## src/sv/pssp_pkg.sv

```systemverilog
// ----------------------------------------------------------------------------
// pssp_pkg
// Types and constants for the custom paper size string parser.
// ----------------------------------------------------------------------------
`default_nettype none

package pssp_pkg;

    // Field widths
    localparam int CHAR_W   = 8;
    localparam int SIZE_W   = 22;
    // Two sizes packed, padded to whole bytes
    localparam int M_DATA_W = ((2 * SIZE_W + 7) / 8) * 8;
    // Room for acc * 10 + 9 with acc at the limit
    localparam int MUL_W    = SIZE_W + 4;

    localparam logic [SIZE_W-1:0] SIZE_LIMIT = SIZE_W'(32767 * 100);

    localparam int              PREFIX_LEN = 7;
    localparam logic [2:0]      PREFIX_END = 3'(PREFIX_LEN);

    localparam logic [CHAR_W-1:0] CHAR_X    = 8'h78; // 'x'
    localparam logic [CHAR_W-1:0] CHAR_ZERO = 8'h30; // '0'
    localparam logic [CHAR_W-1:0] CHAR_NINE = 8'h39; // '9'

    // Expected byte of "custom:" at each position
    function automatic logic [CHAR_W-1:0] prefix_byte(input logic [2:0] pos);
        logic [CHAR_W-1:0] b;
        case (pos)
            3'd0:    b = 8'h63; // c
            3'd1:    b = 8'h75; // u
            3'd2:    b = 8'h73; // s
            3'd3:    b = 8'h74; // t
            3'd4:    b = 8'h6F; // o
            3'd5:    b = 8'h6D; // m
            3'd6:    b = 8'h3A; // :
            default: b = 8'h00;
        endcase
        return b;
    endfunction

endpackage

`default_nettype wire

```

## src/sv/paper_size_string_parser_core.sv

```systemverilog
// ----------------------------------------------------------------------------
// paper_size_string_parser_core
// Parses "custom:<W>x<H>" one byte per word and reports width and height.
// ----------------------------------------------------------------------------
// The result word is registered: it shows in the cycle after the last byte.
// Throughput: one byte per cycle unless input is held off as below; the
//   parse state and x10 add sit between state and result registers.
// Input is held off only while a result word waits and the sink stalls.
// Reset (i_rst_n low, synchronous) returns to the prefix phase and drops
//   any pending result.
`default_nettype none

module paper_size_string_parser_core (
    input  wire                              i_clk,
    input  wire                              i_rst_n,
    // Slave side
    input  wire                              i_s_tvalid,
    output logic                             o_s_tready,
    input  wire  [pssp_pkg::CHAR_W-1:0]      i_s_tdata,  // [7:0] char_byte
    input  wire                              i_s_tlast,  // end_of_string
    // Master side
    output logic                             o_m_tvalid,
    input  wire                              i_m_tready,
    output logic [pssp_pkg::M_DATA_W-1:0]    o_m_tdata,  // [21:0] width_um,
                                                         // [43:22] height_um,
                                                         // [47:44] zero
    output logic                             o_m_tuser   // is_valid
);

    localparam int SW = pssp_pkg::SIZE_W;
    localparam int MW = pssp_pkg::MUL_W;

    typedef enum logic [1:0] {
        PH_PREFIX = 2'd0,
        PH_WIDTH  = 2'd1,
        PH_HEIGHT = 2'd2
    } t_phase;

    // Parse state
    t_phase           r_phase, n_phase;
    logic [2:0]       r_pos, n_pos;
    logic [SW-1:0]    r_w_acc, n_w_acc;
    logic [SW-1:0]    r_h_acc, n_h_acc;
    logic             r_w_seen, n_w_seen;
    logic             r_h_seen, n_h_seen;
    logic             r_fail, n_fail;

    // Result register
    logic                          r_m_valid;
    logic [pssp_pkg::M_DATA_W-1:0] r_m_data;
    logic                          r_m_user;

    logic          accept;
    logic          is_digit;
    logic [3:0]    digit;
    logic [SW-1:0] acc_sel;
    logic [MW-1:0] acc_next;
    logic          acc_over;
    logic          ok;

    // Skid-free: a waiting result blocks input only if the sink stalls
    assign o_s_tready = !r_m_valid || i_m_tready;
    assign accept     = i_s_tvalid && o_s_tready;

    assign is_digit = (i_s_tdata >= pssp_pkg::CHAR_ZERO) &&
                      (i_s_tdata <= pssp_pkg::CHAR_NINE);
    assign digit    = 4'(i_s_tdata - pssp_pkg::CHAR_ZERO);

    // One shared x10 + digit; only the active number is fed through
    assign acc_sel  = (r_phase == PH_WIDTH) ? r_w_acc : r_h_acc;
    assign acc_next = {1'b0, acc_sel, 3'b000} + {3'b000, acc_sel, 1'b0} + MW'(digit);
    assign acc_over = acc_next > MW'(pssp_pkg::SIZE_LIMIT);

    always_comb begin
        n_phase  = r_phase;
        n_pos    = r_pos;
        n_w_acc  = r_w_acc;
        n_h_acc  = r_h_acc;
        n_w_seen = r_w_seen;
        n_h_seen = r_h_seen;
        n_fail   = r_fail;
        if (!r_fail) begin
            case (r_phase)
                PH_PREFIX: begin
                    if (r_pos < pssp_pkg::PREFIX_END &&
                        i_s_tdata == pssp_pkg::prefix_byte(r_pos)) begin
                        n_pos = r_pos + 3'd1;
                        if (n_pos == pssp_pkg::PREFIX_END) begin
                            n_phase = PH_WIDTH;
                        end
                    end else begin
                        n_fail = 1'b1;
                    end
                end
                PH_WIDTH: begin
                    if (i_s_tdata == pssp_pkg::CHAR_X) begin
                        n_phase = PH_HEIGHT;
                    end else if (is_digit) begin
                        n_w_seen = 1'b1;
                        if (acc_over) begin
                            n_fail = 1'b1;   // sticky; accumulator keeps value
                        end else begin
                            n_w_acc = acc_next[SW-1:0];
                        end
                    end else begin
                        n_fail = 1'b1;
                    end
                end
                PH_HEIGHT: begin
                    if (is_digit) begin
                        n_h_seen = 1'b1;
                        if (acc_over) begin
                            n_fail = 1'b1;
                        end else begin
                            n_h_acc = acc_next[SW-1:0];
                        end
                    end else begin
                        n_fail = 1'b1;   // second 'x' lands here too
                    end
                end
                default: n_fail = 1'b1;
            endcase
        end
    end

    // Verdict on the updated state, used on the end-marked byte
    assign ok = !n_fail && (n_phase == PH_HEIGHT) &&
                n_w_seen && n_h_seen &&
                (n_w_acc != '0) && (n_h_acc != '0);

    always_ff @(posedge i_clk) begin
        if (!i_rst_n) begin
            r_phase   <= PH_PREFIX;
            r_pos     <= 3'd0;
            r_w_acc   <= '0;
            r_h_acc   <= '0;
            r_w_seen  <= 1'b0;
            r_h_seen  <= 1'b0;
            r_fail    <= 1'b0;
            r_m_valid <= 1'b0;
            r_m_user  <= 1'b0;
            r_m_data  <= '0;
        end else begin
            if (accept) begin
                if (i_s_tlast) begin
                    // String done: back to the prefix phase for the next one
                    r_phase  <= PH_PREFIX;
                    r_pos    <= 3'd0;
                    r_w_acc  <= '0;
                    r_h_acc  <= '0;
                    r_w_seen <= 1'b0;
                    r_h_seen <= 1'b0;
                    r_fail   <= 1'b0;
                end else begin
                    r_phase  <= n_phase;
                    r_pos    <= n_pos;
                    r_w_acc  <= n_w_acc;
                    r_h_acc  <= n_h_acc;
                    r_w_seen <= n_w_seen;
                    r_h_seen <= n_h_seen;
                    r_fail   <= n_fail;
                end
            end
            if (accept && i_s_tlast) begin
                r_m_valid <= 1'b1;
                r_m_user  <= ok;
                r_m_data  <= ok ? pssp_pkg::M_DATA_W'({n_h_acc, n_w_acc}) : '0;
            end else if (i_m_tready) begin
                r_m_valid <= 1'b0;
            end
        end
    end

    assign o_m_tvalid = r_m_valid;
    assign o_m_tdata  = r_m_data;
    assign o_m_tuser  = r_m_user;

endmodule

`default_nettype wire

```

## config.mk

```make
export PLATFORM = sky130hd
export DESIGN_NAME = paper_size_string_parser_core
export DESIGN_NICKNAME = d
export VERILOG_FILES = /design/src/sv/pssp_pkg.sv /design/src/sv/paper_size_string_parser_core.sv
export SDC_FILE = /design/constraint.sdc
export NUM_CORES = 1
export LEC_CHECK = 0
export ABC_CLOCK_PERIOD_IN_PS = 6250
export BUFFER_PORTS_ARGS = -buffer_cell sky130_fd_sc_hd__buf_2
export CORE_UTILIZATION = 45
export CTS_CLUSTER_SIZE = 16
export DETAILED_ROUTE_END_ITERATION = 12
export PLACE_DENSITY = 0.66
export SLEW_MARGIN = 15
export SYNTH_ARGS = -nofsm -noshare
export SYNTH_HDL_FRONTEND = slang
export SYNTH_SLANG_ARGS = --single-unit
```

## constraint.sdc

```tcl
create_clock -name i_clk -period 6.25 [get_ports i_clk]
set_input_delay 0.3125 -clock i_clk [delete_from_list [all_inputs] [get_ports i_clk]]
set_output_delay 0.3125 -clock i_clk [all_outputs]
set_load 0.005 [all_outputs]
```

# Word-level counts from Yosys, hierarchy flattened
# Cells that the tools add are included.
classes:
  eq_ne: 13
  n_addsub: 4
  muxes: 44
  order_cmp: 4
  reduce_logical: 20
ops:
  columns: ["op", "n"]
  rows:
  - ["2-to-1 mux 22 bit", 12]
  - ["one-hot mux 7 bit (7 select lines)", 1]
  - ["2-to-1 mux 44 bit", 1]
  - ["nonzero test 22 bit", 2]
  - ["adder 25 x 23 -> 26 bit", 1]
  - ["adder 26 x 4 -> 26 bit", 1]
  - ["greater-than comparator 26 x 22 -> 1 bit, second input constant", 1]
  - ["2-to-1 mux 1 bit", 17]
  - ["2-to-1 mux 8 bit", 2]
  - ["== test 3 bit, second input constant", 4]
  - ["2-to-1 mux 3 bit", 4]
  - ["2-to-1 mux 2 bit", 5]
  - ["logical AND 1 bit", 9]
  - ["== test 8 x 7 -> 1 bit, second input constant", 1]
  - ["== test 8 bit", 1]
  - [">= comparator 8 x 6 -> 1 bit, second input constant", 1]
  - ["<= comparator 8 x 6 -> 1 bit, second input constant", 1]
  - ["== test 3 x 2 -> 1 bit, second input constant", 2]
  - ["nonzero test 2 bit", 3]
  - ["== test 2 bit, second input constant", 2]
  - ["one-hot mux 2 bit (2 select lines)", 1]
  - ["AND reduction 4 bit", 1]
  - ["subtractor 4 x 1 -> 4 bit, second input constant", 1]
  - ["adder 3 x 1 -> 3 bit, second input constant", 1]
  - ["9 further kinds", 10]
word_totals:
  output_inout_bits: 51
  word_cells: 95
  ff_bits: 102
  in_bits: 13

# Longest topological paths before layout
# Gate-level depths: netlist of run 1.
depth:
  word_depth: 17
  mapped_depth: 22
  mapped_depth_nobuf: 18

# Least setup slack after synthesis of run 1
# OpenSTA, ideal clock, no wires.
synth_timing:
  kind: "reg-to-reg"
  from: "register r_phase[0]"
  to: "register r_m_data (netlist bit o_m_tdata[34])"
  setup_slack_ns: 1.618
  path_stages_with_launch: 20
  arrival_ns: 4.513
  required_ns: 6.131
  setup_time_ns: 0.119
  period_less_slack_ns: 4.632
  n_path_buf: 4
  cell_sequence: "dfxtp_1 clkbuf_1 nand2_1 buf_1 mux2i_1 fa_1 fa_1 nand2b_1 a211oi_2 o21ai_1 a21oi_1 a31oi_1 xnor2_1 and2_1 buf_1 a21oi_1 o221a_2 nand2_1 buf_2 o21ai_1"
synth_between:
  elab_chain_len: 17
  word_cells_on_any_way: 40
  classes_between: "add/sub (2); order compare (1); eq/ne (3); mux (25); reduce/logical (9)"
synth_lines:
  columns: ["item", "line_no", "rtl"]
  rows:
  - ["from (decl)", "paper_size_string_parser_core.sv:40", "t_phase r_phase, n_phase;"]
  - ["from (signal assigned)", "paper_size_string_parser_core.sv:155", "r_phase <= n_phase;"]
  - ["== test 2 x 1 -> 1 bit", "paper_size_string_parser_core.sv:70, paper_size_string_parser_core.sv:83", null]
  - ["2-to-1 mux 22 bit", "paper_size_string_parser_core.sv:70", "assign acc_sel = (r_phase == PH_WIDTH) ? r_w_acc : r_h_acc;"]
  - ["adder 25 x 23 -> 26 bit", "paper_size_string_parser_core.sv:71", "assign acc_next = {1'b0, acc_sel, 3'b000} + {3'b000, acc_sel, 1'b0} + MW'(digit);"]
  - ["adder 26 x 4 -> 26 bit", "paper_size_string_parser_core.sv:71", null]
  - ["greater-than comparator 26 x 22 -> 1 bit", "paper_size_string_parser_core.sv:72", "assign acc_over = acc_next > MW'(pssp_pkg::SIZE_LIMIT);"]
  - ["2-to-1 mux 1 bit", "paper_size_string_parser_core.sv:100, paper_size_string_parser_core.sv:112", null]
  - ["2-to-1 mux 1 bit", "paper_size_string_parser_core.sv:110", "if (is_digit) begin"]
  - ["2-to-1 mux 1 bit", "paper_size_string_parser_core.sv:96", "if (i_s_tdata == pssp_pkg::CHAR_X) begin"]
  - ["one-hot mux 1 bit (3 select lines)", "paper_size_string_parser_core.sv:83", "case (r_phase)"]
  - ["2-to-1 mux 1 bit", "paper_size_string_parser_core.sv:82", "if (!r_fail) begin"]
  - ["zero test 1 bit", "paper_size_string_parser_core.sv:127", "assign ok = !n_fail && (n_phase == PH_HEIGHT) &&"]
  - ["logical AND 1 bit (2 in series)", "paper_size_string_parser_core.sv:127", null]
  - ["logical AND 1 bit (2 in series)", "paper_size_string_parser_core.sv:128", "n_w_seen && n_h_seen &&"]
  - ["logical AND 1 bit", "paper_size_string_parser_core.sv:129", "(n_w_acc != '0) && (n_h_acc != '0);"]
  - ["2-to-1 mux 44 bit (*)", "paper_size_string_parser_core.sv:167", "r_m_data <= ok ? pssp_pkg::M_DATA_W'({n_h_acc, n_w_acc}) : '0;"]
  - ["to (signal assigned)", "paper_size_string_parser_core.sv:167", null]
  - ["to (decl)", "paper_size_string_parser_core.sv:50", "logic [pssp_pkg::M_DATA_W-1:0] r_m_data;"]
# Every way passes the cells marked *; elsewhere a longest branch is shown, timed or not.
# A chain may end at the register's enable or synchronous reset.

# Final worst setup path of run 1
layout_timing:
  from: "register r_phase[1]"
  to: "register r_m_data (netlist bit o_m_tdata[41])"
# The elaborated chain is that of the path after synthesis.

==> reports/summary.md, run 1 <==
* **count of endpoints failing setup in the final report** 0
* **maximum net fanout on the critical path** 23
* **post-detailed-route DRC marker count** 0
* **area share of the largest cell type after synthesis** 30.11%
* **global placement routability congestion** 0.9356
* **number of sinks handled by clock tree synthesis** 98
* **Filler Cells Inserted** 1356
* **buffers from clock root to sink, at most** 2
* **post-synth cell types** 69
* **unrepaired setup endpoints after global routing** no
* **worst-case headroom to the max-slew limit** 39.54%
* **die footprint** 14970 um2
* **floorplan die width** 122.3 um
* **I/O pins** 64
* **Antenna diodes** 0
* **Yosys top cell by area** sky130_fd_sc_hd__dfxtp_1
* **Post-DP Area** 6902 um2
* **CTS Root Buffer Type** sky130_fd_sc_hd__clkbuf_16
* **post-synthesis compound-gate area fraction** 20.87%
* **number of antenna violations at the first check in global routing** 0
* **std cell rows** 43
* **multiplexer area fraction after synthesis** 10.54%
* **final instance count without filler cells** 1015
* **mean routed wirelength per cell** 17.15 um
* **endpoint arrival time on the critical path** 5.89 ns
* **maximum clock skew at final layout** 0.006991 ns
* **met2 GRT Util** 34.83%
* **maxcap violations** 0
* **share of post-route cells with drive strength above 1** 14.25%
* **Slew @ Worst Pin** 0.9069 ns
* **number of routed nets with antenna violations** 0
* **clock tree from TritonCTS** built
* **Worst Hold Class** primary input to flop
* **post-detailed-route via-to-cell ratio** 5.837
* **Synth Register Bits** 98
* **proportion of synthesized chip area in sequential cells** 30.11%
* **critical path startpoint category** flop
* **post-synthesis average cell area** 8.166 um2
* **post-synthesis instance area** 6516 um2
* **Leak** 0.002892 uW
* **routed via count** 5925
* **clock insertion delay at the later pin of the skew report** 0.35 ns
* **post-synthesis instance total** 798
* **initial standard-cell utilization of the core** 46.58%
* **vias in the first global route** 5264
* **area of the core region** 13990 um2
* **maximum achievable frequency** 175.8 MHz
* **Detailed Route Iter0 Violations** 567
* **power density over the cells** 180.8 nW/um2
* **CTS Buf Count** 9
* **Most Crowded Layer GR** met2
* **Post-CTS Setup Repair Bufs** 0
* **maximum number of pins on one net before global-route repair** 51
* **CP Class** flop to flop
* **final hold viol count** 0
* **Setup crit end kind** flop
* **required time reported for the critical path endpoint** 6.46 ns
* **Resized cells post-CTS** 0
* **cts hold-fix bufs** 0
* **wire length of the first global-routing pass** 27740 um
* **clock transition at the register clock pins on the worst setup and hold paths after CTS** 0.07 ns
* **final WL** 17410 um
* **H-tree lvl count** 3
* **Main synth FF type** sky130_fd_sc_hd__dfxtp_1
* **fraction of the cycle the final worst path needs** 91.00%
* **Non-Filler Cell Area, Final** 7246 um2
* **overall track demand over capacity in global routing** 23.73%
* **final HPWL from detailed placement** 12910 um
* **maximum VDD drop** 0.1410 mV
* **Post-Synth Simple-Gate Area** 21.56%
* **Final nets** 893
* **warnings from Yosys** 0
* **number of flops mapped to enable cells by yosys** 0
* **GR Util met1** 34.52%
* **First-pass DRT Iterations** 5
* **internal reg-to-reg setup slack** 0.56 ns
* **shortest period the worst path allows** 5.687 ns
* **combinational family with the most area after synthesis** simple AND/OR/NAND/NOR gates
* **count of buffers inserted at the top-level ports** 59
* **adder-cell share of the synthesized area** 9.831%
* **die outline height** 122.3 um
* **number of instances in the placed design** 999
* **xor and xnor fraction of the mapped netlist area** 2.419%
* **Sum Neg Setup Slack** 0 ns
* **outcome** finished clean
* **biggest area contributors in the synthesized netlist** sky130_fd_sc_hd__dfxtp_1, sky130_fd_sc_hd__ha_1, sky130_fd_sc_hd__nand2_1
* **final max-slew violation count** 0
* **share of synthesized flip-flops with an asynchronous set or reset** 0%
* **area delta synth->final** 11.19%
* **met3 usage in global routing** 3.950%
* **global-route congestion overflow total** 0
## layout make-up
cell class              count  area [um2]  share of cell area, %
clock buffers              12       266.5                  3.678
multi-input cells         634        4284                  59.13
clock inverters             4       77.57                  1.071
well taps                 180       225.2                  3.108
repair buffers             67       355.3                  4.904
inverters                  20       75.07                  1.036
flip-flops and latches     98        1962                  27.08
## final timing paths
kind,start,end,cells past startpoint
worst min-delay path,i_s_tvalid,o_m_tvalid,3
worst min register to register,o_m_tdata[31],o_m_tdata[31],2
worst max register to register,r_phase[1],o_m_tdata[41],18
worst max-delay path,r_phase[1],o_m_tdata[41],18
## registers in the layout, indices dropped and copies added, names as in the netlist, 2 cells and up
register   cells
r_h_acc       22
r_pos          3
r_phase        2
o_m_tdata     44
r_w_acc       22
## routing by layer
metal  vias up  wire length [um]
li1       2951                 -
met1      2726              8454
met2       216              7323
met3        32              1165
met4         0               468
met5         -                 0
## cell families (layout without fill, tap and decap cells)
group | count (synthesis) | after routing
mux | 66 | 66
buf+inv | 69 | 103
flops | 98 | 98
xor+xnor | 18 | 18
fa+ha+maj | 50 | 50
other cells | 1 | 4
compound gates | 205 | 205
simple gates | 291 | 291
## report_power, final
part	internal [uW]	total, uW	switching [uW]
Sequential	625	626	0.916
Clock	386	631	245
Combinational	16.3	53.5	37.2
Total	1030	1310	283
## placed cells by master (no fill, tap or decap), types with 8 or more instances in the layout
| cell | netlist | layout |
|---|---|---|
| sky130_fd_sc_hd__o21ai_0 | 22 | 22 |
| sky130_fd_sc_hd__mux2_2 | 20 | 20 |
| sky130_fd_sc_hd__buf_2 | 18 | 59 |
| sky130_fd_sc_hd__xnor2_1 | 11 | 11 |
| sky130_fd_sc_hd__nand2_1 | 122 | 122 |
| sky130_fd_sc_hd__dfxtp_1 | 98 | 98 |
| sky130_fd_sc_hd__nor4_1 | 17 | 17 |
| sky130_fd_sc_hd__buf_4 | 5 | 8 |
| sky130_fd_sc_hd__inv_1 | 20 | 20 |
| sky130_fd_sc_hd__nor3_1 | 14 | 14 |
| sky130_fd_sc_hd__mux2i_1 | 45 | 45 |
| sky130_fd_sc_hd__clkbuf_16 | 0 | 9 |
| sky130_fd_sc_hd__a21oi_1 | 38 | 38 |
| sky130_fd_sc_hd__nand3_1 | 48 | 48 |
| sky130_fd_sc_hd__nor2b_1 | 9 | 9 |
| sky130_fd_sc_hd__o21ai_1 | 49 | 49 |
| sky130_fd_sc_hd__a21boi_1 | 40 | 40 |
| sky130_fd_sc_hd__nor2_1 | 35 | 34 |
| sky130_fd_sc_hd__ha_1 | 48 | 48 |
## critical path: stages, from the launching register on
cell and delay, ns:
sky130_fd_sc_hd__dfxtp_1 0.39, sky130_fd_sc_hd__inv_1 0.11, sky130_fd_sc_hd__nand2_1 0.07, sky130_fd_sc_hd__buf_4 0.32, sky130_fd_sc_hd__mux2_2 0.39, sky130_fd_sc_hd__inv_1 0.07
sky130_fd_sc_hd__fa_1 0.45, sky130_fd_sc_hd__fa_1 0.46, sky130_fd_sc_hd__nand2b_1 0.18, sky130_fd_sc_hd__a211oi_2 0.31, sky130_fd_sc_hd__nor2_1 0.11, sky130_fd_sc_hd__o21ai_0 0.20
sky130_fd_sc_hd__xor2_1 0.47, sky130_fd_sc_hd__nand4_1 0.19, sky130_fd_sc_hd__o21ai_2 0.44, sky130_fd_sc_hd__a21oi_1 0.16, sky130_fd_sc_hd__o221a_2 0.35, sky130_fd_sc_hd__nand2_1 0.67
sky130_fd_sc_hd__o21ai_1 0.17
## cell usage after synthesis, types with 3 or more instances
master	number
sky130_fd_sc_hd__a211oi_2	4
sky130_fd_sc_hd__a21boi_1	40
sky130_fd_sc_hd__a21o_1	6
sky130_fd_sc_hd__a21oi_1	38
sky130_fd_sc_hd__a221o_1	3
sky130_fd_sc_hd__a22oi_1	3
sky130_fd_sc_hd__a31oi_1	4
sky130_fd_sc_hd__and2_1	5
sky130_fd_sc_hd__and3_1	5
sky130_fd_sc_hd__and4_1	3
sky130_fd_sc_hd__buf_1	3
sky130_fd_sc_hd__buf_2	18
sky130_fd_sc_hd__buf_4	5
sky130_fd_sc_hd__clkbuf_1	23
sky130_fd_sc_hd__dfxtp_1	98
sky130_fd_sc_hd__ha_1	48
sky130_fd_sc_hd__inv_1	20
sky130_fd_sc_hd__mux2_2	20
sky130_fd_sc_hd__mux2i_1	45
sky130_fd_sc_hd__nand2_1	122
sky130_fd_sc_hd__nand3_1	48
sky130_fd_sc_hd__nand4_1	5
sky130_fd_sc_hd__nand4b_1	4
sky130_fd_sc_hd__nor2_1	35
sky130_fd_sc_hd__nor2b_1	9
sky130_fd_sc_hd__nor3_1	14
sky130_fd_sc_hd__nor3b_1	6
sky130_fd_sc_hd__nor4_1	17
sky130_fd_sc_hd__o2111a_1	3
sky130_fd_sc_hd__o21ai_0	22
sky130_fd_sc_hd__o21ai_1	49
sky130_fd_sc_hd__or3_1	5
sky130_fd_sc_hd__or4_1	4
sky130_fd_sc_hd__xnor2_1	11
sky130_fd_sc_hd__xor2_1	7
## through the flow
| stage | hold slack (ns) | power (uW) | setup WS (ns) | util, % |
|---|---|---|---|---|
| 6_report | 0.2446 | 1310 | 0.5626 | 51.80 |
| 5_1_grt | 0.2615 | 1346 | 0.03746 | 51.80 |
| 4_1_cts | 0.2438 | 1316 | 0.5646 | 51.80 |
| 3_5_place_dp | 0.4325 | 693.7 | 0.5937 | 49.34 |
| 3_3_place_gp | 0.4331 | 693.8 | 0.6683 | 49.34 |
| 2_1_floorplan | 0.4345 | 677.1 | 1.618 | - |
(Power assumes the default switching activity.)
==> run 2: changes to the inputs <==
--- a/config.mk
+++ b/config.mk
@@ -8,6 +8,7 @@
 export ABC_CLOCK_PERIOD_IN_PS = 6250
 export BUFFER_PORTS_ARGS = -buffer_cell sky130_fd_sc_hd__buf_2
 export CORE_UTILIZATION = 45
+export CTS_BUF_LIST = sky130_fd_sc_hd__clkbuf_8
 export CTS_CLUSTER_SIZE = 16
 export DETAILED_ROUTE_END_ITERATION = 12
 export PLACE_DENSITY = 0.66
==> reports/summary.md, run 2 (synthesis gave the netlist of run 1 again) <==
* **final HPWL from detailed placement** 12910 um, unchanged
* **post-detailed-route DRC marker count** 0, unchanged
* **count of buffers inserted at the top-level ports** 59, unchanged
* **Detailed Route Iter0 Violations** 612, +7.9%
* **initial standard-cell utilization of the core** 46.58%, unchanged
* **vias in the first global route** 5272, +0.15%
* **core occupancy in the finished layout** 51.07%, -0.72 points
* **H-tree lvl count** 3, unchanged
* **number of sinks handled by clock tree synthesis** 98, unchanged
* **setup slack after layout** 0.5909 ns, +0.02827 ns
* **maximum clock skew at final layout** 0.01836 ns, +0.01137 ns
* **final WL** 17470 um, +0.34%
* **Resized cells post-CTS** 0, unchanged
* **clock tree from TritonCTS** built
* **power density over the cells** 164.0 nW/um2, -9.3%
* **Slew @ Worst Pin** 0.8995 ns, -0.007473 ns
* **startpoint of the lowest-slack hold path** i_s_tvalid
* **area delta synth->final** 9.639%
* **post-detailed-route via-to-cell ratio** 5.881, +0.74%
* **die footprint** 14970 um2, unchanged
* **CTS Buf Count** 9, unchanged
* **number of routed nets with antenna violations** 0, unchanged
* **Leak** 0.002846 uW, -1.6%
* **mean routed wirelength per cell** 17.21 um, +0.34%
* **First-pass DRT Iterations** 5, unchanged
* **endpoint of the worst hold path** o_m_tvalid
* **Antenna diodes** 0, unchanged
* **wire length of the first global-routing pass** 27730 um, about the same
* **Sum Neg Setup Slack** 0 ns, unchanged
* **Placement Setup Slack** 0.5937 ns, unchanged
* **number of antenna violations at the first check in global routing** 0, unchanged
* **CP Class** flop to flop
* **count of endpoints failing setup in the final report** 0, unchanged
* **most common cell after layout, fill and taps aside** sky130_fd_sc_hd__nand2_1
* **maximum achievable frequency** 176.7 MHz, +0.50%
* **I/O pins** 64, unchanged
* **clock transition at the register clock pins on the worst setup and hold paths after CTS** 0.10 ns, +0.03 ns
* **unrepaired setup endpoints after global routing** no
* **area of the core region** 13990 um2, unchanged
* **Worst Hold Class** primary input to flop
* **shortest period the worst path allows** 5.659 ns, -0.02827 ns
* **outcome** finished clean
* **fraction of the cycle the final worst path needs** 90.55%, -0.45 points
* **maximum number of pins on one net before global-route repair** 51, unchanged
* **final hold viol count** 0, unchanged
* **worst-case headroom to the max-slew limit** 40.04%, +0.50 points
* **maxcap violations** 0, unchanged
* **global-route congestion overflow total** 0, unchanged
* **std cell rows** 43, unchanged
* **die outline height** 122.3 um, unchanged
* **crit-path cells** inv_1 -> nand2_1 -> buf_4 -> mux2_2 -> inv_1 -> fa_1 -> fa_1 -> nand2b_1 -> a211oi_2 -> nor2_1 -> o21ai_0 -> xor2_1 -> nand4_1 -> o21ai_2 -> a21oi_1 -> o221a_2 -> nand2_1 -> o21ai_1
* **r2r endpoint** o_m_tdata[41]
* **routed via count** 5969, +0.74%
* **internal reg-to-reg setup slack** 0.59 ns, +0.03 ns
* **area taken by flip-flops and latches** 1962 um2, unchanged
* **overall track demand over capacity in global routing** 23.91%, +0.18 points
* **Post-CTS Setup Repair Bufs** 0, unchanged
* **global placement routability congestion** 0.9356, unchanged
* **required time reported for the critical path endpoint** 6.49 ns, +0.03 ns
* **R2R cell count** 18, unchanged
* **Filler Cells Inserted** 1368, +0.88%
* **Crit path largest cell delay** 0.61 ns, -0.06 ns
* **Setup crit end kind** flop
* **share of post-route cells with drive strength above 1** 14.25%, unchanged
* **critical path startpoint category** flop
* **commonest non-fill, non-tap cells in the layout** sky130_fd_sc_hd__nand2_1, sky130_fd_sc_hd__dfxtp_1, sky130_fd_sc_hd__buf_2
* **footprint of the multi-input gates** 4284 um2, unchanged
* **floorplan die width** 122.3 um, unchanged
* **buffers from clock root to sink, at most** 2, unchanged
* **final worst hold slack** 0.2138 ns, -0.03074 ns
* **clock insertion delay at the later pin of the skew report** 0.39 ns, +0.04 ns
* **number of stages on the worst hold path** 3, unchanged
* **Final nets** 893, unchanged
* **maximum VDD drop** 0.09027 mV, -36%
* **final max-slew violation count** 0, unchanged
* **cts hold-fix bufs** 0, unchanged
* **maximum net fanout on the critical path** 23, unchanged
* **CTS Root Buffer Type** sky130_fd_sc_hd__clkbuf_8
* **endpoint arrival time on the critical path** 5.90 ns, about the same
* **highest-delay cell along the critical path** sky130_fd_sc_hd__nand2_1
* **Largest register FFs** 44, unchanged
* **worst reg2reg startpoint** r_phase[1]
## run 2: metal layers
layer	up-vias	routed length (um)	global-route usage (%)
met5	-	0	0
met2	235	7122	33.67
met1	2747	8674	35.11
met3	42	1089	3.903
li1	2945	-	-
met4	0	584	10.82
## run 2: how the worst max path moves through the flow
stage	from	to	cells past startpoint
after global placement	r_phase[1]	o_m_tdata[23]	17
after floorplan	r_phase[0]	o_m_tdata[34]	19
final	r_phase[1]	o_m_tdata[41]	18
after detailed placement	r_phase[1]	o_m_tdata[42]	18
after CTS	r_phase[1]	o_m_tdata[41]	18
after global routing	r_phase[1]	o_m_tdata[39]	18
## run 2: area by class of cell
cell class	instances	area share, %
multi-input cells	634	59.97
flip-flops and latches	98	27.46
repair buffers	67	4.974
well taps	180	3.152
clock buffers	12	2.312
clock inverters	4	1.086
inverters	20	1.051
## run 2: power breakdown
part | switching (uW) | total, uW | internal, uW
Combinational | 37.6 | 53.9 | 16.3
Clock | 231 | 492 | 261
Sequential | 0.940 | 626 | 625
Total | 269 | 1170 | 902
## run 2: critical path: cells and delay by family, from the launching register on
family	cells	cell delay [ns]
AO/OA/AOI/OAI	6	1.65
XOR/XNOR	1	0.48
adder cells (fa/ha/maj)	2	0.91
buffers and inverters	3	0.48
flip-flops	1	0.40
multiplexers	1	0.39
AND/OR/NAND/NOR	5	1.19
## run 2: per-stage QoR
stage / total power (uW) / area [um2] / instances
after floorplan: 677.1 / 6528 / 801
after global placement: 693.8 / 6902 / 999
after detailed placement: 693.7 / 6902 / 999
after CTS: 1182 / 7144 / 1015
after global routing: 1211 / 7144 / 1015
final: 1171 / 7144 / 1015
==> run 3: changes to the inputs <==
--- a/config.mk
+++ b/config.mk
@@ -5,13 +5,14 @@
 export SDC_FILE = /design/constraint.sdc
 export NUM_CORES = 1
 export LEC_CHECK = 0
-export ABC_CLOCK_PERIOD_IN_PS = 6250
+export ABC_CLOCK_PERIOD_IN_PS = 5800
 export BUFFER_PORTS_ARGS = -buffer_cell sky130_fd_sc_hd__buf_2
 export CORE_UTILIZATION = 45
 export CTS_BUF_LIST = sky130_fd_sc_hd__clkbuf_8
 export CTS_CLUSTER_SIZE = 16
 export DETAILED_ROUTE_END_ITERATION = 12
 export PLACE_DENSITY = 0.66
+export REMOVE_ABC_BUFFERS = 1
 export SLEW_MARGIN = 15
 export SYNTH_ARGS = -nofsm -noshare
 export SYNTH_HDL_FRONTEND = slang
==> constraint.sdc (replaced) <==
create_clock -name i_clk -period 5.8 [get_ports i_clk]
set_input_delay 0.29 -clock i_clk [delete_from_list [all_inputs] [get_ports i_clk]]
set_output_delay 0.29 -clock i_clk [all_outputs]
set_load 0.005 [all_outputs]
==> reports/summary.md, run 3 (synthesis gave the netlist of run 1 again) <==
* **area delta synth->final** 11.14%
* **switch share** 22.25%, -0.72 points
* **share of post-route cells with drive strength above 1** 15.21%, +0.96 points
* **power density over the cells** 175.4 nW/um2, +7.0%
* **count of buffers inserted at the top-level ports** 59, unchanged
* **Detailed Route Iter0 Violations** 430, -30%
* **routed via count** 5970, +0.017%
* **CTS Root Buffer Type** sky130_fd_sc_hd__clkbuf_8
* **std cell rows** 43, unchanged
* **clock insertion delay at the later pin of the skew report** 0.39 ns, about the same
* **post-detailed-route DRC marker count** 0, unchanged
* **global-route congestion overflow total** 0, unchanged
* **number of antenna violations at the first check in global routing** 0, unchanged
* **critical path startpoint category** flop
* **count of endpoints failing setup in the final report** 0, unchanged
* **maxcap violations** 0, unchanged
* **Antenna diodes** 0, unchanged
* **most common cell after layout, fill and taps aside** sky130_fd_sc_hd__nand2_1
* **maximum net fanout on the critical path** 15, -35%
* **worst-case headroom to the max-slew limit** 29.67%, -10 points
* **Largest register FFs** 44, unchanged
* **final WL** 17910 um, +2.5%
* **design internal power** 987.9 uW, +9.5%
* **Worst Hold Class** primary input to flop
* **final max-slew violation count** 0, unchanged
* **maximum clock skew at final layout** 0.02204 ns, +0.003677 ns
* **required time reported for the critical path endpoint** 6.06 ns, -0.43 ns
* **Resized cells post-CTS** 0, unchanged
* **area of the core region** 13990 um2, unchanged
* **final HPWL from detailed placement** 13260 um, +2.7%
* **clock power share** 42.1%, about the same
* **H-tree lvl count** 3, unchanged
* **final hold viol count** 0, unchanged
* **die outline height** 122.3 um, unchanged
* **Sum Neg Setup Slack** 0 ns, unchanged
* **commonest non-fill, non-tap cells in the layout** sky130_fd_sc_hd__nand2_1, sky130_fd_sc_hd__dfxtp_1, sky130_fd_sc_hd__buf_2
* **relative contribution of combinational cells to total power** 4.8%, +0.2 points
* **post-detailed-route via-to-cell ratio** 5.807, -1.2%
* **floorplan die width** 122.3 um, unchanged
* **endpoint arrival time on the critical path** 5.51 ns, -0.39 ns
* **global placement routability congestion** 0.9175, -1.9%
* **unrepaired setup endpoints after global routing** no
* **maximum achievable frequency** 190.5 MHz, +7.8%
* **number of sinks handled by clock tree synthesis** 98, unchanged
* **mean routed wirelength per cell** 17.42 um, +1.2%
* **final worst hold slack** 0.1705 ns, -0.04335 ns
* **Final nets** 906, +1.5%
* **outcome** finished clean
* **shortest period the worst path allows** 5.249 ns, -0.4101 ns
* **CTS Buf Count** 9, unchanged
* **buffers from clock root to sink, at most** 2, unchanged
* **wire length of the first global-routing pass** 28550 um, +3.0%
* **cts hold-fix bufs** 0, unchanged
* **number of routed nets with antenna violations** 0, unchanged
* **Slew @ Worst Pin** 1.055 ns, +0.1556 ns
* **maximum number of pins on one net before global-route repair** 51, unchanged
* **vias in the first global route** 5459, +3.5%
* **relative contribution of sequential cells to total power** 53.1%, -0.3 points
* **reported net switching power** 282.7 uW, +5.0%
* **Setup crit end kind** flop
* **fraction of the cycle the final worst path needs** 90.50%, about the same
* **maximum VDD drop** 0.1185 mV, +31%
* **initial standard-cell utilization of the core** 46.58%, unchanged
* **I/O pins** 64, unchanged
* **clock transition at the register clock pins on the worst setup and hold paths after CTS** 0.11 ns, about the same
* **final instance count without filler cells** 1028, +1.3%
* **Leak** 0.002911 uW, +2.3%
* **overall track demand over capacity in global routing** 24.68%, +0.78 points
* **CP Class** flop to flop
* **die footprint** 14970 um2, unchanged
* **First-pass DRT Iterations** 7, +2
* **Post-CTS Setup Repair Bufs** 0, unchanged
* **number of instances in the placed design** 1012, +1.3%
* **clock tree from TritonCTS** built
-- run 3: through the flow --
stage	setup WS, ns	instance area, um2	utilization (%)	power [uW]
floorplan	-0.5239	6302	-	719.8
global placement	0.7626	6998	50.03	750.4
detailed placement	0.6284	6998	50.03	750.9
CTS	0.5872	7242	51.77	1281
global route	0.2558	7242	51.77	1315
finish	0.5509	7242	51.77	1271
-- run 3: critical path: stages, from the launching register on --
cell and delay [ns]:
sky130_fd_sc_hd__dfxtp_1 0.40, sky130_fd_sc_hd__inv_1 0.10, sky130_fd_sc_hd__nand2_1 0.12, sky130_fd_sc_hd__buf_4 0.23
sky130_fd_sc_hd__mux2i_1 0.30, sky130_fd_sc_hd__fa_1 0.50, sky130_fd_sc_hd__fa_1 0.47, sky130_fd_sc_hd__nand2b_1 0.19
sky130_fd_sc_hd__a211oi_2 0.28, sky130_fd_sc_hd__o21ai_1 0.14, sky130_fd_sc_hd__a21oi_1 0.30, sky130_fd_sc_hd__a31oi_1 0.15
sky130_fd_sc_hd__xnor2_1 0.55, sky130_fd_sc_hd__and2_1 0.45, sky130_fd_sc_hd__a21oi_1 0.15, sky130_fd_sc_hd__o221a_2 0.35
sky130_fd_sc_hd__nand2_1 0.09, sky130_fd_sc_hd__buf_4 0.23, sky130_fd_sc_hd__o21ai_1 0.11
-- run 3: power groups by stage --
stage | combinational [uW] | clock [uW] | sequential, uW
2_1_floorplan | 30.1 | 0 | 690
3_3_place_gp | 60.5 | 0 | 690
3_5_place_dp | 61.1 | 0 | 690
4_1_cts | 61.1 | 546 | 674
5_1_grt | 66.2 | 574 | 674
6_report | 61.4 | 535 | 674
-- run 3: cell type report --
| class | instances | area [um2] |
|---|---|---|
| inverter | 20 | 75.07 |
| sequential | 98 | 1962 |
| multi-input combinational | 634 | 4283 |
| clock inverter | 6 | 106.4 |
| tap | 180 | 225.2 |
| timing repair buffer | 80 | 452.9 |
| fill | 1391 | 6746 |
| clock buffer | 10 | 137.6 |
-- run 3: path summary, 6_finish.rpt --
path | from | end | slack (ns) | cells after the start
setup reg to reg | r_phase[1] | o_m_tdata[35] | 0.55 | 18
hold / removal | i_s_tvalid | o_m_tvalid | 0.17 | 3
setup / recovery | r_phase[1] | o_m_tdata[35] | 0.55 | 18
hold reg to reg | o_m_tdata[15] | o_m_tdata[15] | 0.45 | 2
-- run 3: routing by layer --
layer,routed length (um),global-route usage [%],part of all wire (%)
met1,8674,33.96,48
met2,8078,39.57,45
met3,861,3.950,4.8
met4,295,7.088,1.6
met5,0,0,0
